--- config.mk ---
export PLATFORM = sky130hd
export DESIGN_NAME = crt_modular_power
export DESIGN_NICKNAME = d
export VERILOG_FILES = /design/src/rtl/crtmp_pkg.sv /design/src/rtl/crtmp_divider.sv /design/src/rtl/crtmp_seq.sv /design/src/rtl/crt_modular_power.sv
export SDC_FILE = /design/constraint.sdc
export NUM_CORES = 2
export LEC_CHECK = 0
export ABC_AREA = 1
export CAP_MARGIN = 20
export CORE_UTILIZATION = 45
export DETAILED_ROUTE_END_ITERATION = 12
export DONT_BUFFER_PORTS = 1
export HOLD_SLACK_MARGIN = 0.1
export PLACE_DENSITY = 0.6
export SYNTH_ARGS = -nofsm -noshare
export SYNTH_HDL_FRONTEND = slang
export SYNTH_SLANG_ARGS = --single-unit
--- constraint.sdc ---
create_clock -name clk -period 30 [get_ports clk]
set_input_delay 4.5 -clock clk [delete_from_list [all_inputs] [get_ports clk]]
set_output_delay 4.5 -clock clk [all_outputs]
set_load 0.01 [all_outputs]
--- src/rtl/crtmp_pkg.sv ---
`default_nettype none
package crtmp_pkg;

	localparam int WORD_BITS     = 32;
	localparam int DBL_BITS      = 2 * WORD_BITS;
	localparam int CNT_BITS      = $clog2(DBL_BITS + 1);
	localparam int IDX_BITS      = $clog2(WORD_BITS + 1);
	localparam int D_BITS        = WORD_BITS / 2 + 1;
	localparam int S_BITS        = WORD_BITS + 2;
	localparam int FIRST_DIVISOR = 2;

	typedef struct packed {
		logic                start;
		logic                wide;
		logic [DBL_BITS-1:0] dividend;
		logic [WORD_BITS-1:0] divisor;
	} div_req_t;

	typedef struct packed {
		logic                 done;
		logic [WORD_BITS-1:0] quo;
		logic [WORD_BITS-1:0] rem;
	} div_rsp_t;

	typedef struct packed {
		logic ready;
		logic done;
	} seq_stat_t;

	typedef enum logic [4:0] {
		ST_IDLE, ST_TR_CHK, ST_TR_DIV, ST_TR_W, ST_FA_DIV, ST_FA_W, ST_TAIL,
		ST_CO_DIV, ST_CO_W, ST_XM_DIV, ST_XM_W, ST_PW_CHK, ST_PW_MDIV, ST_PW_MW,
		ST_PW_SDIV, ST_PW_SW, ST_EU_CHK, ST_EU_DIV, ST_EU_W, ST_EU_MUL, ST_EU_UPD,
		ST_EU_FIX, ST_M1_DIV, ST_M1_W, ST_M2_DIV, ST_M2_W, ST_ADD, ST_DONE
	} state_t;

endpackage
`default_nettype wire

--- src/rtl/crtmp_divider.sv ---
`default_nettype none
module crtmp_divider (
	input  wire logic                clk,
	input  wire logic                arst_n,
	input  crtmp_pkg::div_req_t      req,
	output crtmp_pkg::div_rsp_t      rsp
);

	logic [crtmp_pkg::CNT_BITS-1:0]  cnt_q;
	logic [crtmp_pkg::DBL_BITS-1:0]  quo_q;
	logic [crtmp_pkg::WORD_BITS-1:0] rem_q;
	logic [crtmp_pkg::WORD_BITS-1:0] dvs_q;
	logic                            done_q;
	logic [crtmp_pkg::WORD_BITS:0]   trial;
	logic                            fits;

	// restoring divide, one quotient bit a cycle
	assign trial = {rem_q, quo_q[crtmp_pkg::DBL_BITS-1]};
	assign fits  = trial >= {1'b0, dvs_q};

	always_ff @(posedge clk or negedge arst_n) begin
		if (!arst_n) begin
			cnt_q  <= '0;
			done_q <= 1'b0;
		end else begin
			done_q <= 1'b0;
			if (req.start) begin
				cnt_q <= req.wide ? crtmp_pkg::CNT_BITS'(crtmp_pkg::DBL_BITS)
				                  : crtmp_pkg::CNT_BITS'(crtmp_pkg::WORD_BITS);
			end else if (cnt_q != '0) begin
				cnt_q <= cnt_q - 1'b1;
				if (cnt_q == crtmp_pkg::CNT_BITS'(1))
					done_q <= 1'b1;
			end
		end
	end

	always_ff @(posedge clk) begin
		if (req.start) begin
			rem_q <= '0;
			dvs_q <= req.divisor;
			// narrow operands sit in the top half so only half the steps are needed
			quo_q <= req.wide ? req.dividend
			                  : {req.dividend[crtmp_pkg::WORD_BITS-1:0],
			                     {crtmp_pkg::WORD_BITS{1'b0}}};
		end else if (cnt_q != '0) begin
			rem_q <= fits ? crtmp_pkg::WORD_BITS'(trial - {1'b0, dvs_q})
			              : trial[crtmp_pkg::WORD_BITS-1:0];
			quo_q <= {quo_q[crtmp_pkg::DBL_BITS-2:0], fits};
		end
	end

	assign rsp.done = done_q;
	assign rsp.quo  = quo_q[crtmp_pkg::WORD_BITS-1:0];
	assign rsp.rem  = rem_q;

endmodule
`default_nettype wire

--- src/rtl/crtmp_seq.sv ---
`default_nettype none
module crtmp_seq (
	input  wire logic                        clk,
	input  wire logic                        arst_n,
	input  wire logic                        start,
	input  wire logic [crtmp_pkg::WORD_BITS-1:0] base,
	input  wire logic [crtmp_pkg::WORD_BITS-1:0] exponent,
	input  wire logic [crtmp_pkg::WORD_BITS-1:0] modulus,
	input  wire logic                        out_free,
	output crtmp_pkg::seq_stat_t             stat,
	output logic [crtmp_pkg::WORD_BITS-1:0]  acc
);

	localparam int W = crtmp_pkg::WORD_BITS;
	localparam int S = crtmp_pkg::S_BITS;

	crtmp_pkg::state_t state_q, state_d;
	crtmp_pkg::div_req_t req;
	crtmp_pkg::div_rsp_t rsp;

	logic [W-1:0] x_q, e_q, n_q, rest_q, p_q, cof_q, r_q, xr_q, t_q, inv_q, acc_q;
	logic [W-1:0] rp_q, rc_q, rn_q, qt_q;
	logic [crtmp_pkg::D_BITS-1:0]   d_q;
	logic [crtmp_pkg::IDX_BITS-1:0] idx_q;
	logic signed [S-1:0] sp_q, sc_q;
	logic [2*W-1:0] prod_q;
	logic           tail_q;

	logic [W-1:0]   mul_a, mul_b;
	logic [2*W-1:0] mul_p;
	logic [W-1:0]   sc_abs;
	logic signed [S-1:0] s_next, s_fix;
	logic [W:0]     sum;

	crtmp_divider u_div (.clk(clk), .arst_n(arst_n), .req(req), .rsp(rsp));

	assign sc_abs = sc_q[S-1] ? W'(-sc_q) : W'(sc_q);
	assign mul_p  = mul_a * mul_b;
	assign s_next = sc_q[S-1] ? sp_q + signed'(prod_q[S-1:0])
	                          : sp_q - signed'(prod_q[S-1:0]);
	assign sum    = {1'b0, acc_q} + {1'b0, t_q};

	always_comb begin
		s_fix = sc_q[S-1] ? sc_q + signed'(S'(p_q)) : sc_q;
		if (s_fix >= signed'(S'(p_q)))
			s_fix = s_fix - signed'(S'(p_q));
	end

	// shared multiplier operands
	always_comb begin
		case (state_q)
			crtmp_pkg::ST_TR_CHK:  begin mul_a = W'(d_q); mul_b = W'(d_q); end
			crtmp_pkg::ST_FA_W:    begin mul_a = p_q;     mul_b = W'(d_q); end
			crtmp_pkg::ST_PW_MDIV: begin mul_a = r_q;     mul_b = xr_q;    end
			crtmp_pkg::ST_PW_SDIV: begin mul_a = xr_q;    mul_b = xr_q;    end
			crtmp_pkg::ST_EU_MUL:  begin mul_a = qt_q;    mul_b = sc_abs;  end
			crtmp_pkg::ST_M1_DIV:  begin mul_a = r_q;     mul_b = cof_q;   end
			crtmp_pkg::ST_M2_DIV:  begin mul_a = t_q;     mul_b = inv_q;   end
			default:               begin mul_a = '0;      mul_b = '0;      end
		endcase
	end

	// divider requests
	always_comb begin
		req = '0;
		case (state_q)
			crtmp_pkg::ST_TR_DIV, crtmp_pkg::ST_FA_DIV: begin
				req.start = 1'b1; req.dividend = (2*W)'(rest_q); req.divisor = W'(d_q);
			end
			crtmp_pkg::ST_CO_DIV: begin
				req.start = 1'b1; req.dividend = (2*W)'(n_q); req.divisor = p_q;
			end
			crtmp_pkg::ST_XM_DIV: begin
				req.start = 1'b1; req.dividend = (2*W)'(x_q); req.divisor = p_q;
			end
			crtmp_pkg::ST_PW_MDIV, crtmp_pkg::ST_PW_SDIV: begin
				req.start = 1'b1; req.wide = 1'b1; req.dividend = mul_p; req.divisor = p_q;
			end
			crtmp_pkg::ST_EU_DIV: begin
				req.start = 1'b1; req.dividend = (2*W)'(rp_q); req.divisor = rc_q;
			end
			crtmp_pkg::ST_M1_DIV, crtmp_pkg::ST_M2_DIV: begin
				req.start = 1'b1; req.wide = 1'b1; req.dividend = mul_p; req.divisor = n_q;
			end
			default: req = '0;
		endcase
	end

	always_comb begin
		state_d = state_q;
		case (state_q)
			crtmp_pkg::ST_IDLE:
				if (start)
					state_d = (modulus <= W'(1)) ? crtmp_pkg::ST_DONE : crtmp_pkg::ST_TR_CHK;
			crtmp_pkg::ST_TR_CHK:
				state_d = (mul_p > (2*W)'(rest_q)) ? crtmp_pkg::ST_TAIL : crtmp_pkg::ST_TR_DIV;
			crtmp_pkg::ST_TR_DIV: state_d = crtmp_pkg::ST_TR_W;
			crtmp_pkg::ST_TR_W:
				if (rsp.done)
					state_d = (rsp.rem == '0) ? crtmp_pkg::ST_FA_DIV : crtmp_pkg::ST_TR_CHK;
			crtmp_pkg::ST_FA_DIV: state_d = crtmp_pkg::ST_FA_W;
			crtmp_pkg::ST_FA_W:
				if (rsp.done)
					state_d = (rsp.rem == '0) ? crtmp_pkg::ST_FA_DIV : crtmp_pkg::ST_CO_DIV;
			crtmp_pkg::ST_TAIL:
				state_d = (rest_q > W'(1)) ? crtmp_pkg::ST_CO_DIV : crtmp_pkg::ST_DONE;
			crtmp_pkg::ST_CO_DIV: state_d = crtmp_pkg::ST_CO_W;
			crtmp_pkg::ST_CO_W:   if (rsp.done) state_d = crtmp_pkg::ST_XM_DIV;
			crtmp_pkg::ST_XM_DIV: state_d = crtmp_pkg::ST_XM_W;
			crtmp_pkg::ST_XM_W:   if (rsp.done) state_d = crtmp_pkg::ST_PW_CHK;
			crtmp_pkg::ST_PW_CHK:
				if (idx_q == crtmp_pkg::IDX_BITS'(W))
					state_d = crtmp_pkg::ST_EU_CHK;
				else if (e_q[idx_q[crtmp_pkg::IDX_BITS-2:0]])
					state_d = crtmp_pkg::ST_PW_MDIV;
				else
					state_d = crtmp_pkg::ST_PW_SDIV;
			crtmp_pkg::ST_PW_MDIV: state_d = crtmp_pkg::ST_PW_MW;
			crtmp_pkg::ST_PW_MW:   if (rsp.done) state_d = crtmp_pkg::ST_PW_SDIV;
			crtmp_pkg::ST_PW_SDIV: state_d = crtmp_pkg::ST_PW_SW;
			crtmp_pkg::ST_PW_SW:   if (rsp.done) state_d = crtmp_pkg::ST_PW_CHK;
			crtmp_pkg::ST_EU_CHK:
				if (rc_q == '0)
					state_d = crtmp_pkg::ST_M1_DIV;
				else if (rc_q == W'(1))
					state_d = crtmp_pkg::ST_EU_FIX;
				else
					state_d = crtmp_pkg::ST_EU_DIV;
			crtmp_pkg::ST_EU_DIV: state_d = crtmp_pkg::ST_EU_W;
			crtmp_pkg::ST_EU_W:   if (rsp.done) state_d = crtmp_pkg::ST_EU_MUL;
			crtmp_pkg::ST_EU_MUL: state_d = crtmp_pkg::ST_EU_UPD;
			crtmp_pkg::ST_EU_UPD: state_d = crtmp_pkg::ST_EU_CHK;
			crtmp_pkg::ST_EU_FIX: state_d = crtmp_pkg::ST_M1_DIV;
			crtmp_pkg::ST_M1_DIV: state_d = crtmp_pkg::ST_M1_W;
			crtmp_pkg::ST_M1_W:   if (rsp.done) state_d = crtmp_pkg::ST_M2_DIV;
			crtmp_pkg::ST_M2_DIV: state_d = crtmp_pkg::ST_M2_W;
			crtmp_pkg::ST_M2_W:   if (rsp.done) state_d = crtmp_pkg::ST_ADD;
			crtmp_pkg::ST_ADD:
				state_d = tail_q ? crtmp_pkg::ST_DONE : crtmp_pkg::ST_TR_CHK;
			crtmp_pkg::ST_DONE:   if (out_free) state_d = crtmp_pkg::ST_IDLE;
			default:              state_d = crtmp_pkg::ST_IDLE;
		endcase
	end

	always_comb begin
		stat.ready = state_q == crtmp_pkg::ST_IDLE;
		stat.done  = state_q == crtmp_pkg::ST_DONE;
	end

	always_ff @(posedge clk or negedge arst_n) begin
		if (!arst_n)
			state_q <= crtmp_pkg::ST_IDLE;
		else
			state_q <= state_d;
	end

	always_ff @(posedge clk) begin
		case (state_q)
			crtmp_pkg::ST_IDLE: begin
				x_q    <= base;
				e_q    <= exponent;
				n_q    <= modulus;
				rest_q <= modulus;
				d_q    <= crtmp_pkg::D_BITS'(crtmp_pkg::FIRST_DIVISOR);
				acc_q  <= '0;
				tail_q <= 1'b0;
			end
			crtmp_pkg::ST_TR_W:
				if (rsp.done) begin
					if (rsp.rem == '0) begin
						p_q    <= W'(d_q);
						rest_q <= rsp.quo;
					end else begin
						d_q <= d_q + 1'b1;
					end
				end
			crtmp_pkg::ST_FA_W:
				if (rsp.done && rsp.rem == '0) begin
					p_q    <= mul_p[W-1:0];
					rest_q <= rsp.quo;
				end
			crtmp_pkg::ST_TAIL: begin
				p_q    <= rest_q;
				tail_q <= 1'b1;
			end
			crtmp_pkg::ST_CO_W:
				if (rsp.done) cof_q <= rsp.quo;
			crtmp_pkg::ST_XM_W:
				if (rsp.done) begin
					xr_q  <= rsp.rem;
					r_q   <= W'(1);
					idx_q <= '0;
					sp_q  <= '0;
					sc_q  <= S'(1);
					rp_q  <= p_q;
					rc_q  <= cof_q;
				end
			crtmp_pkg::ST_PW_MW:
				if (rsp.done) r_q <= rsp.rem;
			crtmp_pkg::ST_PW_SW:
				if (rsp.done) begin
					xr_q  <= rsp.rem;
					idx_q <= idx_q + 1'b1;
				end
			crtmp_pkg::ST_EU_CHK:
				if (rc_q == '0) inv_q <= '0;
			crtmp_pkg::ST_EU_W:
				if (rsp.done) begin
					qt_q <= rsp.quo;
					rn_q <= rsp.rem;
				end
			crtmp_pkg::ST_EU_MUL:
				prod_q <= mul_p;
			crtmp_pkg::ST_EU_UPD: begin
				sp_q <= sc_q;
				sc_q <= s_next;
				rp_q <= rc_q;
				rc_q <= rn_q;
			end
			crtmp_pkg::ST_EU_FIX:
				inv_q <= s_fix[W-1:0];
			crtmp_pkg::ST_M1_W, crtmp_pkg::ST_M2_W:
				if (rsp.done) t_q <= rsp.rem;
			crtmp_pkg::ST_ADD: begin
				// each term is folded back below the modulus as it is added
				acc_q <= (sum >= {1'b0, n_q}) ? W'(sum - {1'b0, n_q}) : sum[W-1:0];
				if (!tail_q) d_q <= d_q + 1'b1;
			end
			default: ;
		endcase
	end

	assign acc = acc_q;

endmodule
`default_nettype wire

--- src/rtl/crt_modular_power.sv ---
// Run time: data dependent; trial division of the modulus (each candidate mostly a 32-step pass
// of the shared divider) dominates.
// Each prime-power factor adds 32 square-and-multiply rounds of 64-step divides, then the
// Euclidean steps.
// Throughput: one item at a time; in_ready is low while an item is in work.
// Reset: arst_n clears the sequencer, divider count and output valid; no clearing pass.
`default_nettype none
module crt_modular_power (
	input  wire logic                                 clk,
	input  wire logic                                 arst_n,
	input  wire logic                                 in_valid,
	output logic                                      in_ready,
	input  wire logic [crtmp_pkg::WORD_BITS-1:0]      base,
	input  wire logic [crtmp_pkg::WORD_BITS-1:0]      exponent,
	input  wire logic [crtmp_pkg::WORD_BITS-1:0]      modulus,
	output logic                                      out_valid,
	input  wire logic                                 out_ready,
	output logic [crtmp_pkg::WORD_BITS-1:0]           result
);

	crtmp_pkg::seq_stat_t            stat;
	logic [crtmp_pkg::WORD_BITS-1:0] acc;
	logic                            out_valid_q;
	logic [crtmp_pkg::WORD_BITS-1:0] result_q;
	logic                            out_free;
	logic                            in_fire;

	assign out_free = !out_valid_q || out_ready;
	assign in_fire  = in_valid && stat.ready;

	crtmp_seq u_seq (
		.clk(clk), .arst_n(arst_n), .start(in_fire),
		.base(base), .exponent(exponent), .modulus(modulus),
		.out_free(out_free), .stat(stat), .acc(acc)
	);

	always_ff @(posedge clk or negedge arst_n) begin
		if (!arst_n)
			out_valid_q <= 1'b0;
		else if (stat.done && out_free)
			out_valid_q <= 1'b1;
		else if (out_ready)
			out_valid_q <= 1'b0;
	end

	always_ff @(posedge clk) begin
		if (stat.done && out_free)
			result_q <= acc;
	end

	assign in_ready  = stat.ready;
	assign out_valid = out_valid_q;
	assign result    = result_q;

`ifndef NO_ASSERTIONS
	a_busy_after_accept: assert property (@(posedge clk) disable iff (!arst_n)
		in_fire |=> !in_ready) else $error("took a second item while busy");
	a_done_not_ready: assert property (@(posedge clk) disable iff (!arst_n)
		stat.done |-> !stat.ready) else $error("done and ready together");
	a_result_range: assert property (@(posedge clk) disable iff (!arst_n)
		out_valid_q |-> result_q != '1) else $error("result not reduced");
`endif

endmodule
`default_nettype wire

==> flow_summary.json <==
{
  "clock_power_share_pct": 14.4,
  "hold_path.class": "reg -> reg",
  "cts.path.max_buffers": 3,
  "floorplan.rows": 155,
  "cp_num_cells": 51,
  "path_delay_family": "adder cells",
  "critical_path_peak_fanout": 53,
  "finalHoldViolations": 0,
  "worstHoldPathCells": 0,
  "hold_path_startpoint": "u_seq.acc[5]$_SDFFCE_PP0P_",
  "root_buffer": "sky130_fd_sc_hd__clkbuf_16",
  "max_freq_mhz": 76.20,
  "rr_worst_depth": 51,
  "clock_insertion_delay_at_the_later_pin_of_the_skew_report_ns": 0.73,
  "vias": 68689,
  "place.detailed.hpwl_um": 272700,
  "grt_antenna_before_repair": 6,
  "design.portCount": 134,
  "fin_crit_sh_pct": 43.74,
  "cp.buffers_inverters": 12,
  "vdd_drop_max_mv": 0.06886,
  "globalplace.congestion": 1.077,
  "globalRouteOverflowTotal": 0,
  "total_clock_buffers_created_by_cts": 87,
  "p_leak_nw": 40.96,
  "seq_power_share_pct": 22.5,
  "die_width_um": 425.5,
  "async_flop_share_pct": 1.795,
  "report.final.slew_viol_count": 0,
  "reg_to_reg_critical_path_endpoint": "u_seq.state_q[2]$_DFFE_PN0P_",
  "synthFlopType": "sky130_fd_sc_hd__edfxtp_1",
  "total_power_mw": 8.257,
  "grt_pass1_wl_um": 487500,
  "worst_pin_slew_ns": 1.210,
  "power_density_nw_per_um2": 95.39,
  "synthesis.area_um2": 80690,
  "worstReg2RegStart": "u_seq.state_q[4]$_DFFE_PN0P_",
  "first_pass_iters": 8,
  "totalWireLength_um": 337700,
  "via_per_inst": 5.764,
  "mappedNetlistNets": 11086,
  "setup_tns_ns": 0,
  "internal-power_mw": 3.767,
  "cts_setup_buffers": 0,
  "worstHoldEndpoint": "result[5]$_DFFE_PP_",
  "grt_pass1_vias": 69517,
  "post-route-min-period_ns": 13.12,
  "drc": 0,
  "timing.critical_path.arrival_ns": 13.72,
  "syn-instance-count": 9589,
  "power.switching_fraction_pct": 54.37,
  "clock-sinks": 780,
  "total_of_cells_resized_after_clock_tree_synthesis": 0,
  "postSynthRegisterBits": 780,
  "criticalPathCategory": "reg -> reg",
  "worst_slew_margin_rel_pct": 19.33,
  "outcome": "completed",
  "wl_per_cell_um": 28.34,
  "detail-route-antenna-nets": 0,
  "max_stage_delay_ns": 0.84,
  "slowest_stage": "sky130_fd_sc_hd__dfrtp_1",
  "power.combinational.fraction_pct": 63.1,
  "synth-seq-area-share_pct": 28.54,
  "die-area_um2": 181000,
  "path_clk_slew_ns": 0.06,
  "grt_setup_unrepaired": "false",
  "worst-endpoint-required_ns": 30.59,
  "initial_utilization_pct": 45.27,
  "drv_cap": 0,
  "timing.reg2reg.setup_slack_ns": 16.88,
  "synth.avg_cell_area_um2": 8.415,
  "layout-area-overhead-vs-synth_pct": 7.277,
  "netlist-cell-type-count": 73,
  "tritoncts": "yes",
  "drtIter0Drc": 7140,
  "die_h_um": 425.5,
  "grt_start_max_net_pins": 133,
  "skew_ns": 0.04295,
  "path_common_cell": "sky130_fd_sc_hd__nand2_1",
  "port_buffers": 0,
  "yosysWarningCount": 0,
  "worstSetupEndpointType": "flip-flop",
  "drive_gt1_share_pct": 4.793,
  "count_of_h_tree_levels_built_during_cts": 3,
  "grtUsageTotal_pct": 37.43,
  "quantity_of_hold_fixing_buffers_added_after_cts": 0,
  "design.core.area_um2": 178200,
  "setup_viol_count_final": 0,
  "p_switching_mw": 4.490,
  "startpoint_type": "flip-flop",
  "final_net_count": 10982,
  "synth-edff-count": 734
}
## layer usage
metal  up-vias  wire length (µm)  GRT usage [%]  share of wire, %
li1      30050                 -              -                 -
met1     34346            129800          47.03                38
met2      3514            156800          60.93                46
met3       779             28330          6.295               8.4
met4         0             22810          21.37               6.8
met5         -                 0              0                 0
## flip-flops by register name, summed over array words and instances, names as in the netlist, 32 cells and up
name and flops:
u_seq.xr_q 32, u_seq.rn_q 32, u_seq.r_q 32, u_seq.inv_q 32, u_seq.n_q 32, u_seq.rp_q 32, u_seq.u_div.dvs_q 32, u_seq.u_div.rem_q 32
u_seq.x_q 32, u_seq.acc 32, u_seq.cof_q 32, u_seq.sp_q 34, u_seq.u_div.quo_q 64, u_seq.qt_q 32, result 32, u_seq.e_q 32
u_seq.t_q 32, u_seq.rc_q 32, u_seq.sc_q 34, u_seq.rest_q 32, u_seq.prod_q 34, u_seq.p_q 32
## power groups by stage
stage / clock [mW] / sequential (mW) / combinational (mW)
floorplan: 0 / 1.72 / 3.08
global placement: 0 / 1.86 / 5.03
CTS: 1.19 / 1.84 / 5.10
global route: 1.23 / 1.86 / 5.58
finish: 1.19 / 1.86 / 5.21
detailed placement: 0 / 1.86 / 5.04
## synth_stat cells (all sizes together), types with 128 or more instances
| cell | count | area share (%) |
|---|---|---|
| a21oi | 440 | 2.7 |
| nand3 | 222 | 1.4 |
| inv | 2002 | 9.3 |
| o21ai | 462 | 2.9 |
| nor2 | 900 | 4.4 |
| buf | 199 | 1.3 |
| nand2 | 2173 | 10 |
| edfxtp | 734 | 27 |
| ha | 495 | 7.7 |
| fa | 902 | 22 |
| xor2 | 138 | 1.5 |
| clkbuf | 128 | 0.60 |
## final cells by class
class / instances / area [µm²]
fillers: 17349 / 91670
repair buffers: 134 / 1119
flip-flops and latches: 780 / 23030
well taps: 2355 / 2947
diodes: 7 / 17.52
clock inverters: 57 / 765.7
multi-input cells: 6475 / 48840
clock buffers: 102 / 2305
inverters: 2007 / 7540
## through the flow
stage	worst slack (ns)	cell area [µm²]	util (%)	hold slack, ns	std cells
2_1_floorplan	19.07	80690	-	0.4334	9589
5_1_grt	16.23	86550	48.56	0.4759	11914
4_1_cts	16.57	86490	48.53	0.4712	11908
3_3_place_gp	16.61	83340	46.76	0.4545	11746
3_5_place_dp	16.64	83420	46.80	0.4436	11749
6_report	16.88	86560	48.57	0.4665	11917
## cell families (layout without fill, tap and decap cells)
family          after synthesis  count (layout)  synth area share, %
simple gates               3558            3558                18.20
buf+inv                    2334            2300                11.28
fa+ha+maj                  1397            1397                30.05
compound gates             1306            1306                9.600
flops                       780             780                28.54
xor+xnor                    214             214                2.323
other cells                   0               7                    0
## worst max path at each step
stage	end	startpoint	slack, ns
2_1_floorplan	u_seq.rc_q[0]$_DFFE_PP_	u_seq.state_q[4]$_DFFE_PN0P_	19.07
3_3_place_gp	u_seq.state_q[2]$_DFFE_PN0P_	u_seq.state_q[4]$_DFFE_PN0P_	16.61
3_5_place_dp	u_seq.state_q[2]$_DFFE_PN0P_	u_seq.state_q[4]$_DFFE_PN0P_	16.64
4_1_cts	u_seq.state_q[2]$_DFFE_PN0P_	u_seq.state_q[4]$_DFFE_PN0P_	16.57
5_1_grt	u_seq.state_q[2]$_DFFE_PN0P_	u_seq.state_q[4]$_DFFE_PN0P_	16.23
6_report	u_seq.state_q[2]$_DFFE_PN0P_	u_seq.state_q[4]$_DFFE_PN0P_	16.88
## cells in the final DEF (no fill, tap or decap), types with 17 or more instances in the layout
cell / count
sky130_fd_sc_hd__nand2_1: 2161
sky130_fd_sc_hd__inv_1: 1938
sky130_fd_sc_hd__fa_1: 902
sky130_fd_sc_hd__nor2_1: 867
sky130_fd_sc_hd__edfxtp_1: 734
sky130_fd_sc_hd__ha_1: 495
sky130_fd_sc_hd__a21oi_1: 434
sky130_fd_sc_hd__o21ai_0: 421
sky130_fd_sc_hd__nand3_1: 214
sky130_fd_sc_hd__xor2_1: 138
sky130_fd_sc_hd__buf_4: 128
sky130_fd_sc_hd__clkbuf_16: 88
sky130_fd_sc_hd__nor3_1: 78
sky130_fd_sc_hd__xnor2_1: 76
sky130_fd_sc_hd__a221oi_1: 69
sky130_fd_sc_hd__inv_2: 62
sky130_fd_sc_hd__a22oi_1: 51
sky130_fd_sc_hd__nand4_1: 50
sky130_fd_sc_hd__nor4_1: 48
sky130_fd_sc_hd__o211ai_1: 40
sky130_fd_sc_hd__o21ai_1: 38
sky130_fd_sc_hd__a21o_1: 34
sky130_fd_sc_hd__o221ai_1: 34
sky130_fd_sc_hd__dfxtp_1: 32
sky130_fd_sc_hd__o22ai_1: 28
sky130_fd_sc_hd__o21bai_1: 28
sky130_fd_sc_hd__a31oi_1: 23
sky130_fd_sc_hd__o21a_1: 20
sky130_fd_sc_hd__a22o_1: 18
sky130_fd_sc_hd__a21boi_0: 18
sky130_fd_sc_hd__nand3b_1: 17
No activity file was read; power rests on OpenSTA's default activity.
